**src/hdl/swpb_pkg.sv**
```systemverilog
package swpb_pkg;

  localparam int BAND_BITS = 7;
  localparam logic [BAND_BITS-1:0] BAND_RESET = 7'd10;

  // floor(x / 200) = floor(floor(x / 8) / 25); the divide by 25 is a reciprocal
  // multiply, exact for floor(x / 8) below 43690
  localparam int DIV_PRE_SHIFT = 3;
  localparam int DIV_RECIP_BITS = 16;
  localparam logic [DIV_RECIP_BITS-1:0] DIV_RECIP = 16'd41944;
  localparam int DIV_SHIFT = 20;

  typedef enum logic [2:0] {
    ST_IDLE,
    ST_UPD,
    ST_MUL,
    ST_DIV,
    ST_GRP,
    ST_OUT
  } swpb_state_t;

  typedef struct packed {
    logic upd;
    logic del_en;
  } swpb_ctl_t;

endpackage

```
**src/hdl/swpb_cell.sv**
```systemverilog
module swpb_cell #(
  parameter int SAMPLE_BITS = 10
) (
  input  logic                   clk,
  input  logic                   rst_n,
  input  swpb_pkg::swpb_ctl_t    ctl,
  input  logic [SAMPLE_BITS-1:0] ins_val,
  input  logic [SAMPLE_BITS-1:0] old_val,
  input  logic [SAMPLE_BITS-1:0] nxt_val,
  input  logic                   nxt_vld,
  input  logic [SAMPLE_BITS-1:0] prv_bval,
  input  logic                   prv_bvld,
  input  logic                   prv_gt,
  input  logic                   sel_lo,
  input  logic                   sel_hi,
  output logic [SAMPLE_BITS-1:0] val,
  output logic                   vld,
  output logic [SAMPLE_BITS-1:0] bval,
  output logic                   bvld,
  output logic                   gt,
  output logic [SAMPLE_BITS-1:0] lo_part,
  output logic [SAMPLE_BITS-1:0] hi_part
);

  logic [SAMPLE_BITS-1:0] val_r, val_nxt;
  logic                   vld_r, vld_nxt;
  logic                   del_le;

  // empty cells sort above every sample
  assign del_le = ctl.del_en && (!vld_r || (val_r >= old_val));
  assign bval   = del_le ? nxt_val : val_r;
  assign bvld   = del_le ? nxt_vld : vld_r;
  assign gt     = !bvld || (bval > ins_val);

  always_comb begin
    if (gt && prv_gt) begin
      val_nxt = prv_bval;
      vld_nxt = prv_bvld;
    end else if (gt) begin
      val_nxt = ins_val;
      vld_nxt = 1'b1;
    end else begin
      val_nxt = bval;
      vld_nxt = bvld;
    end
  end

  always_ff @(posedge clk) begin
    if (!rst_n) begin
      vld_r <= 1'b0;
    end else if (ctl.upd) begin
      vld_r <= vld_nxt;
    end
  end

  always_ff @(posedge clk) begin
    if (ctl.upd) begin
      val_r <= val_nxt;
    end
  end

  assign val     = val_r;
  assign vld     = vld_r;
  assign lo_part = sel_lo ? val_r : '0;
  assign hi_part = sel_hi ? val_r : '0;

endmodule

```
**src/hdl/swpb_chain.sv**
```systemverilog
module swpb_chain #(
  parameter int WINDOW_DEPTH = 64,
  parameter int SAMPLE_BITS  = 10,
  parameter int IDX_W        = 6
) (
  input  logic                   clk,
  input  logic                   rst_n,
  input  swpb_pkg::swpb_ctl_t    ctl,
  input  logic [SAMPLE_BITS-1:0] ins_val,
  input  logic [SAMPLE_BITS-1:0] old_val,
  input  logic [IDX_W-1:0]       lo_idx,
  input  logic [IDX_W-1:0]       hi_idx,
  output logic [SAMPLE_BITS-1:0] lo_val,
  output logic [SAMPLE_BITS-1:0] hi_val
);

  localparam int GRP  = 8;
  localparam int NGRP = (WINDOW_DEPTH + GRP - 1) / GRP;

  logic [SAMPLE_BITS-1:0] val     [WINDOW_DEPTH];
  logic                   vld     [WINDOW_DEPTH];
  logic [SAMPLE_BITS-1:0] bval    [WINDOW_DEPTH];
  logic                   bvld    [WINDOW_DEPTH];
  logic                   gt      [WINDOW_DEPTH];
  logic [SAMPLE_BITS-1:0] lo_part [WINDOW_DEPTH];
  logic [SAMPLE_BITS-1:0] hi_part [WINDOW_DEPTH];

  logic [SAMPLE_BITS-1:0] grp_lo   [NGRP];
  logic [SAMPLE_BITS-1:0] grp_hi   [NGRP];
  logic [SAMPLE_BITS-1:0] grp_lo_r [NGRP];
  logic [SAMPLE_BITS-1:0] grp_hi_r [NGRP];

  for (genvar j = 0; j < WINDOW_DEPTH; j++) begin : g_cell
    logic [SAMPLE_BITS-1:0] nv;
    logic                   nvl;
    logic [SAMPLE_BITS-1:0] pbv;
    logic                   pbl;
    logic                   pgt;

    if (j == WINDOW_DEPTH - 1) begin : g_top
      assign nv  = '0;
      assign nvl = 1'b0;
    end else begin : g_mid
      assign nv  = val[j+1];
      assign nvl = vld[j+1];
    end

    if (j == 0) begin : g_bot
      assign pbv = '0;
      assign pbl = 1'b0;
      assign pgt = 1'b0;
    end else begin : g_up
      assign pbv = bval[j-1];
      assign pbl = bvld[j-1];
      assign pgt = gt[j-1];
    end

    swpb_cell #(
      .SAMPLE_BITS(SAMPLE_BITS)
    ) u_cell (
      .clk      (clk),
      .rst_n    (rst_n),
      .ctl      (ctl),
      .ins_val  (ins_val),
      .old_val  (old_val),
      .nxt_val  (nv),
      .nxt_vld  (nvl),
      .prv_bval (pbv),
      .prv_bvld (pbl),
      .prv_gt   (pgt),
      .sel_lo   (lo_idx == IDX_W'(j)),
      .sel_hi   (hi_idx == IDX_W'(j)),
      .val      (val[j]),
      .vld      (vld[j]),
      .bval     (bval[j]),
      .bvld     (bvld[j]),
      .gt       (gt[j]),
      .lo_part  (lo_part[j]),
      .hi_part  (hi_part[j])
    );
  end

  // first level of the readout tree: one OR per group of eight cells
  always_comb begin
    for (int g = 0; g < NGRP; g++) begin
      grp_lo[g] = '0;
      grp_hi[g] = '0;
      for (int m = 0; m < GRP; m++) begin
        if (g * GRP + m < WINDOW_DEPTH) begin
          grp_lo[g] = grp_lo[g] | lo_part[g*GRP+m];
          grp_hi[g] = grp_hi[g] | hi_part[g*GRP+m];
        end
      end
    end
  end

  always_ff @(posedge clk) begin
    grp_lo_r <= grp_lo;
    grp_hi_r <= grp_hi;
  end

  always_comb begin
    lo_val = '0;
    hi_val = '0;
    for (int g = 0; g < NGRP; g++) begin
      lo_val = lo_val | grp_lo_r[g];
      hi_val = hi_val | grp_hi_r[g];
    end
  end

endmodule
```
**config.mk**
```make
export PLATFORM = sky130hd
export DESIGN_NAME = swpb_chain
export DESIGN_NICKNAME = d
export VERILOG_FILES = /design/src/hdl/swpb_pkg.sv /design/src/hdl/swpb_cell.sv /design/src/hdl/swpb_chain.sv
export SDC_FILE = /design/constraint.sdc
export NUM_CORES = 2
export LEC_CHECK = 0
export ABC_CLOCK_PERIOD_IN_PS = 6300
export BUFFER_PORTS_ARGS = -buffer_cell sky130_fd_sc_hd__buf_2
export CAP_MARGIN = 20
export CORE_UTILIZATION = 25
export DETAILED_ROUTE_END_ITERATION = 12
export HOLD_SLACK_MARGIN = 0.05
export PLACE_DENSITY = 0.42
export SLEW_MARGIN = 20
export SYNTH_ARGS = -nofsm -noshare
export SYNTH_HDL_FRONTEND = slang
export SYNTH_SLANG_ARGS = --single-unit
```
**constraint.sdc**
```tcl
create_clock -name clk -period 6.3 [get_ports clk]
set_input_delay 0.63 -clock clk [delete_from_list [all_inputs] [get_ports clk]]
set_output_delay 0.63 -clock clk [all_outputs]
set_load 0.01 [all_outputs]
```
Yosys cells after proc, flatten, opt, wreduce, memory -nomap -nowiden
Cells that the tools add are included.
{"block": "classes", "n_lt_le_gt_ge": 128, "n_eq_ne": 126, "n_mux": 510, "n_bitwise": 126, "reduce_logical": 385}
{"op": "10-bit two-way mux", "count": 319}
{"op": "10-bit bitwise OR", "count": 126}
{"op": "10-bit >= comparator", "count": 64}
{"op": "10-bit greater-than comparator", "count": 64}
{"op": "6-bit equality test (second input constant)", "count": 64}
{"op": "6-bit by 5-bit equality test with 1-bit output (second input constant)", "count": 32}
{"op": "1-bit two-way mux", "count": 191}
{"op": "1-bit logical NOT", "count": 128}
{"op": "1-bit logical OR", "count": 128}
{"op": "1-bit logical AND", "count": 127}
{"op": "6-bit by 4-bit equality test with 1-bit output (second input constant)", "count": 16}
{"op": "6-bit by 3-bit equality test with 1-bit output (second input constant)", "count": 8}
{"op": "6-bit by 2-bit equality test with 1-bit output (second input constant)", "count": 4}
{"op": "6-bit by 1-bit equality test with 1-bit output (second input constant)", "count": 2}
{"op": "6-bit logical NOT", "count": 2}
{"block": "word_totals", "regBits": 864, "inputBits": 36, "out_inout_bits": 20}

Logic depth before layout (Yosys ltp)
{"block": "depth", "ltp_word": 9, "depth_mapped": 18, "depth_no_buf": 16}

Modules after synthesis
A second synthesis with hierarchy kept.
{"block": "hier_totals", "hier_cells": 12731, "area_unflattened_um2": 101243.4}
{"mod": "swpb_cell", "instances": 64, "cells_each": 185, "area_each_um2": 1471.4, "seq_area_each_um2": 320.3}
{"mod": "swpb_chain", "instances": 1, "cells_each": 891, "area_each_um2": 7073.0, "seq_area_each_um2": 3203.1}

Worst setup path after synthesis
Ideal clock, no wire load.
{"block": "synth_timing", "path_kind": "input to register", "startpoint": "input old_val[7]", "endpoint": "register g_cell[41].u_cell.val_r[1], data pin", "setup_ns": 0.270, "arrival_time_ns": 5.345, "setup_slack_ns": 0.684, "cell_stages": 16, "path_cell_list": "inv_1 ha_1 a211o_1 a211oi_1 o31ai_2 o21ai_2 buf_4 mux2_2 ha_1 and3_1 a211o_1 a2111oi_0 o32ai_1 buf_4 mux2i_1 a21oi_1"}
{"block": "synth_via", "elab_chain_len": 8, "word_cells_on_any_way": 19, "classes_between": "4 x order compare; 6 x mux; 9 x reduce/logical"}
{"item": "start: declaration", "line_no": "swpb_chain.sv:10", "source": "input logic [SAMPLE_BITS-1:0] old_val,"}
{"item": "10-bit >= comparator", "line_no": "swpb_cell.sv:30", "source": "assign del_le = ctl.del_en && (!vld_r || (val_r >= old_val));"}
{"item": "1-bit logical OR", "line_no": "swpb_cell.sv:30"}
{"item": "1-bit logical AND", "line_no": "swpb_cell.sv:30"}
{"item": "10-bit two-way mux / 1-bit two-way mux (equally long branches)", "line_no": "swpb_cell.sv:31, swpb_cell.sv:32"}
{"item": "10-bit greater-than comparator / 1-bit logical NOT (equally long branches)", "line_no": "swpb_cell.sv:33", "source": "assign gt = !bvld || (bval > ins_val);"}
{"item": "1-bit logical OR", "line_no": "swpb_cell.sv:33"}
{"item": "10-bit two-way mux / 1-bit logical AND (equally long branches)", "line_no": "swpb_cell.sv:39, swpb_cell.sv:36"}
{"item": "10-bit two-way mux *", "line_no": "swpb_cell.sv:36", "source": "if (gt && prv_gt) begin"}
{"item": "named net g_cell[41].u_cell.val_nxt[1]", "line_no": "swpb_cell.sv:25", "source": "logic [SAMPLE_BITS-1:0] val_r, val_nxt;"}
{"item": "end signal: assignment", "line_no": "swpb_cell.sv:58", "source": "val_r <= val_nxt;"}
{"item": "end: declaration", "line_no": "swpb_cell.sv:25"}
The timed path passes the listed nets; every way through them passes the cells marked *.
A chain may end at the register's enable or synchronous reset.

Worst setup path in the final report
{"block": "layout_timing", "startpoint": "register g_cell[12].u_cell.val_r[0]", "endpoint": "register g_cell[12].u_cell.val_r[0], data pin"}
{"block": "layout_via", "elab_chain_len": 8, "word_cells_on_any_way": 14, "classes_between": "3 x order compare; 5 x mux; 6 x reduce/logical"}
{"item": "start: declaration", "line_no": "swpb_cell.sv:25"}
{"item": "start signal: assignment", "line_no": "swpb_cell.sv:58"}
{"item": "10-bit >= comparator", "line_no": "swpb_cell.sv:30"}
{"item": "1-bit logical OR", "line_no": "swpb_cell.sv:30"}
{"item": "1-bit logical AND", "line_no": "swpb_cell.sv:30"}
{"item": "10-bit two-way mux / 1-bit two-way mux (equally long branches)", "line_no": "swpb_cell.sv:31, swpb_cell.sv:32"}
{"item": "10-bit greater-than comparator / 1-bit logical NOT (equally long branches)", "line_no": "swpb_cell.sv:33"}
{"item": "1-bit logical OR", "line_no": "swpb_cell.sv:33"}
{"item": "10-bit two-way mux / 1-bit logical AND (equally long branches)", "line_no": "swpb_cell.sv:39, swpb_cell.sv:36"}
{"item": "10-bit two-way mux *", "line_no": "swpb_cell.sv:36"}
{"item": "named net g_cell[12].u_cell.val_nxt[0]", "line_no": "swpb_cell.sv:25"}
Marks and branches as above.

==> summary.txt <==
Clocking
  • H-tree depth: 3
  • Root Buffer: clkbuf_16
  • CTS clock-pin slew for the worst setup and hold paths: around 60 ps
  • Hold buffers post-CTS: 0
  • Max Root-Sink Buffers: 3
  • CTS tree: done
  • Clk Latency, worst-skew pair: 830 ps
  • Post_cts resized: 0
  • Postcts setup bufs: 0
  • Total CTS buffers: ~120
  • Clock sinks: between 800 and 900

Status
  • Status: completed

Floorplanning
  • Chip width: roughly 580 um
  • Die height: between 500 and 600 um
  • Boundary Pins: 56
  • DIE AREA: ~330000 sq um
  • Starting density of the core: 0.2516
  • Core area: ~330000 sq um
  • FP Rows: 210

Drt
  • DR DRC count: 0
  • Post-route ant nets: 0
  • Detailed-router iteration count before antenna repair: 6
  • Initial DRC Count: between 7000 and 8000
  • Average via count per standard cell: about 5.8
  • Final Routed Wirelength: roughly 420000 um
  • Post-DR wirelength/cell: around 32 um
  • Vias: ~76000

Worst setup path
  • Crit-path cells: inv_1 -> ha_1 -> nand2b_1 -> a21oi_1 -> o221ai_1 -> o21ai_1 -> mux2_2 -> ha_1 -> and3_1 -> a221oi_1 -> nor2b_1 -> o41ai_1 -> and2_1 -> buf_4 -> buf_4 -> mux2i_1
  • CP Depth: 16
  • Worst R2R Start: g_cell[12].u_cell.val[0]$_DFFE_PP_
  • Slowest library cell on the worst path: o21ai_1
  • CP arrival: just under 6000 ps
  • Reg-to-Reg End: g_cell[12].u_cell.val[0]$_DFFE_PP_
  • CP max stage delay: around 830 ps
  • Worst setup path endpoint: g_cell[12].u_cell.val[0]$_DFFE_PP_
  • WP buf/inv: 3
  • Crit path kind: flip-flop to flip-flop
  • Crit Path Max Fanout: 16
  • CP Launch Type: flip-flop
  • Worst path required time: 6830 ps
  • Origin of the worst setup path: g_cell[12].u_cell.val[0]$_DFFE_PP_
  • R2R Setup Slk: around 1000 ps
  • CP endpoint kind: flip-flop
  • R2R depth: 16
  • CP top delay family: compound AO/OA/AOI/OAI gates

Logic synthesis
  • Synth Area in XOR/XNOR: 0
  • Top cell type's share of synthesized area: 0.2334
  • Simple-Gate Fraction of Synth Area: 0.1185
  • Post-synthesis sequential area ratio: 0.2878
  • Ranking of synthesized cells by area: edfxtp_1 23%, ha_1 19%, mux2i_1 8.7%
  • Mux share of post-synthesis cell area: 0.1726
  • Ys async rst share: 0
  • Flops & latches, synth: ~860
  • Dominant cell type by area after synthesis: edfxtp_1
  • Post-synthesis compound-gate area fraction: 0.1912
  • Synth Warn #: 0
  • Post-Syn Area: roughly 82000 sq um
  • Yosys cell types: 63
  • Post-Syn Nets: just under 10000
  • Primary FF master, synth: edfxtp_1
  • Number of synthesized flops with an enable pin: 640
  • Syn Area/Cell: 9.545 sq um
  • Largest family of logic cells by synthesized area: adder cells
  • Mapped Cells: around 8600
  • Post-Synth Adder-Cell Area: 0.1945

Run
  • Max_cap viols: 0

Placement
  • Post-DP HPWL: roughly 300000 um
  • IO Port Bufs: 55
  • Setup Slack @ Placement: between 300 and 400 ps
  • Placed Cells: around 13000
  • Gpl congestion: 0.9669

Timing
  • Crit path time final: 5309 ps
  • Count of pins over their slew limit: 0
  • Setup Viol. Count Final: 0
  • Hold Slack: ~330 ps
  • Fin. Hold Viols: 0
  • Worst rel slew slack: 0.1607
  • Final period util: 0.8427
  • Worst-margin pin slew: between 1000 and 1500 ps
  • Setup TNS: 0 ps
  • RSZ-0062 raised after global routing: false
  • Fmax achieved: 0.1884 GHz
  • Final Skew: ~80 ps
  • PnR worst setup slack: 991.1 ps

Global route
  • GRT Util Overall: 0.2419
  • First-pass GRT wire length: 581200 um
  • Global route overflow: 0
  • Largest net degree at the start of global routing: 143
  • Vias in the first global route: roughly 75000
  • Initial antenna violation count: 35

Power and ir drop
  • Pleak: roughly 37 nW
  • Pwr dens: slightly above 400 nW/um^2
  • Worst VDD drop: roughly 0.26 mV

Cells and area
  • Area of the multi-input gates: around 56000 sq um
  • Commonest non-fill, non-tap cell in the layout: ha_1
  • Post-layout util: 0.2850
  • Sequential cell area: 23700 sq um
  • Filler Cells Inserted: about 35000
  • Syn-to-layout area delta: 13.28%
  • Commonest non-fill, non-tap cells in the layout: 1280 x ha_1, 717 x mux2i_1, 654 x nand2_1, 640 x a22oi_1, 640 x edfxtp_1
  • Net count, final: between 10000 and 15000
  • Post-Layout Cell Count: around 13000
  • Share of layout cells above drive strength 1: 0.1535

Hold path
  • HP Class: input port to flip-flop
stage by stage:
| step | power, mW | instance area (sq um) |
|---|---|---|
| 3_5_place_dp | 31.18 | 89290 |
| 6_report | 38.65 | 93290 |
| 4_1_cts | 38.36 | 93210 |
| 5_1_grt | 40.89 | 93250 |
| 3_3_place_gp | 30.70 | 89270 |
| 2_1_floorplan | 23.27 | 82360 |
state kept, by name, summed over array words and instances, names as in the netlist:
signal             flops
g_cell.u_cell.val    640
grp_lo_r              80
g_cell.u_cell.vld     64
grp_hi_r              80
where the power goes:
group	internal (mW)	leakage [nW]	total (mW)	switching (mW)
clock network	4.03	1.97	7.07	3.04
logic	7.75	27.3	18.0	10.3
registers	8.87	8.12	13.6	4.70
cell usage after synthesis, types with 87 or more instances:
cell / instances
or2_2: 87
ha_1: 1280
a21o_1: 193
o221ai_1: 105
buf_2: 99
o21ai_1: 127
clkbuf_1: 225
mux2i_1: 717
nor2_1: 412
a22oi_1: 640
mux2_2: 616
edfxtp_1: 640
nand3_1: 169
inv_1: 273
nand2_1: 654
a21oi_1: 597
nand4_1: 332
dfxtp_1: 224
o21ai_0: 487
worst min path at each step:
stage	depth (start not counted)	to	slack [ps]	start
final	1	g_cell[5].u_cell.val[3]$_DFFE_PP_	330	ctl[1]
after global routing	1	g_cell[5].u_cell.val[6]$_DFFE_PP_	360	ctl[1]
after CTS	1	g_cell[5].u_cell.val[1]$_DFFE_PP_	320	ctl[1]
after detailed placement	1	g_cell[0].u_cell.vld$_SDFFE_PN0P_	450	g_cell[0].u_cell.vld$_SDFFE_PN0P_
after global placement	1	g_cell[0].u_cell.vld$_SDFFE_PN0P_	440	g_cell[0].u_cell.vld$_SDFFE_PN0P_
after floorplan	1	g_cell[0].u_cell.vld$_SDFFE_PN0P_	430	g_cell[0].u_cell.vld$_SDFFE_PN0P_
cell type report:
type	instances	area share
Tap cell	4346	0.05829
Inverter	273	0.01174
Sequential cell	864	0.2541
Clock inverter	49	0.004292
Clock buffer	168	0.03782
Multi-Input combinational cell	7071	0.5992
Antenna cell	18	0.0004828
Timing Repair Buffer	384	0.03411
cell families (layout without fill, tap and decap cells):
| family | after synthesis | count (layout) |
|---|---|---|
| other cells | 0 | 18 |
| mux | 1342 | 1342 |
| buf+inv | 693 | 874 |
| compound gates | 2442 | 2442 |
| simple gates | 2007 | 2007 |
| fa+ha+maj | 1280 | 1280 |
| flops | 864 | 864 |
layer usage:
layer	part of all wire	GRT usage	up-vias
met1	0.43	0.3146	38000
li1	-	-	33750
met5	0.00028	0	-
met2	0.44	0.3841	3397
met3	0.069	0.04097	886
met4	0.059	0.1238	12
No activity file was read; power rests on OpenSTA's default activity.
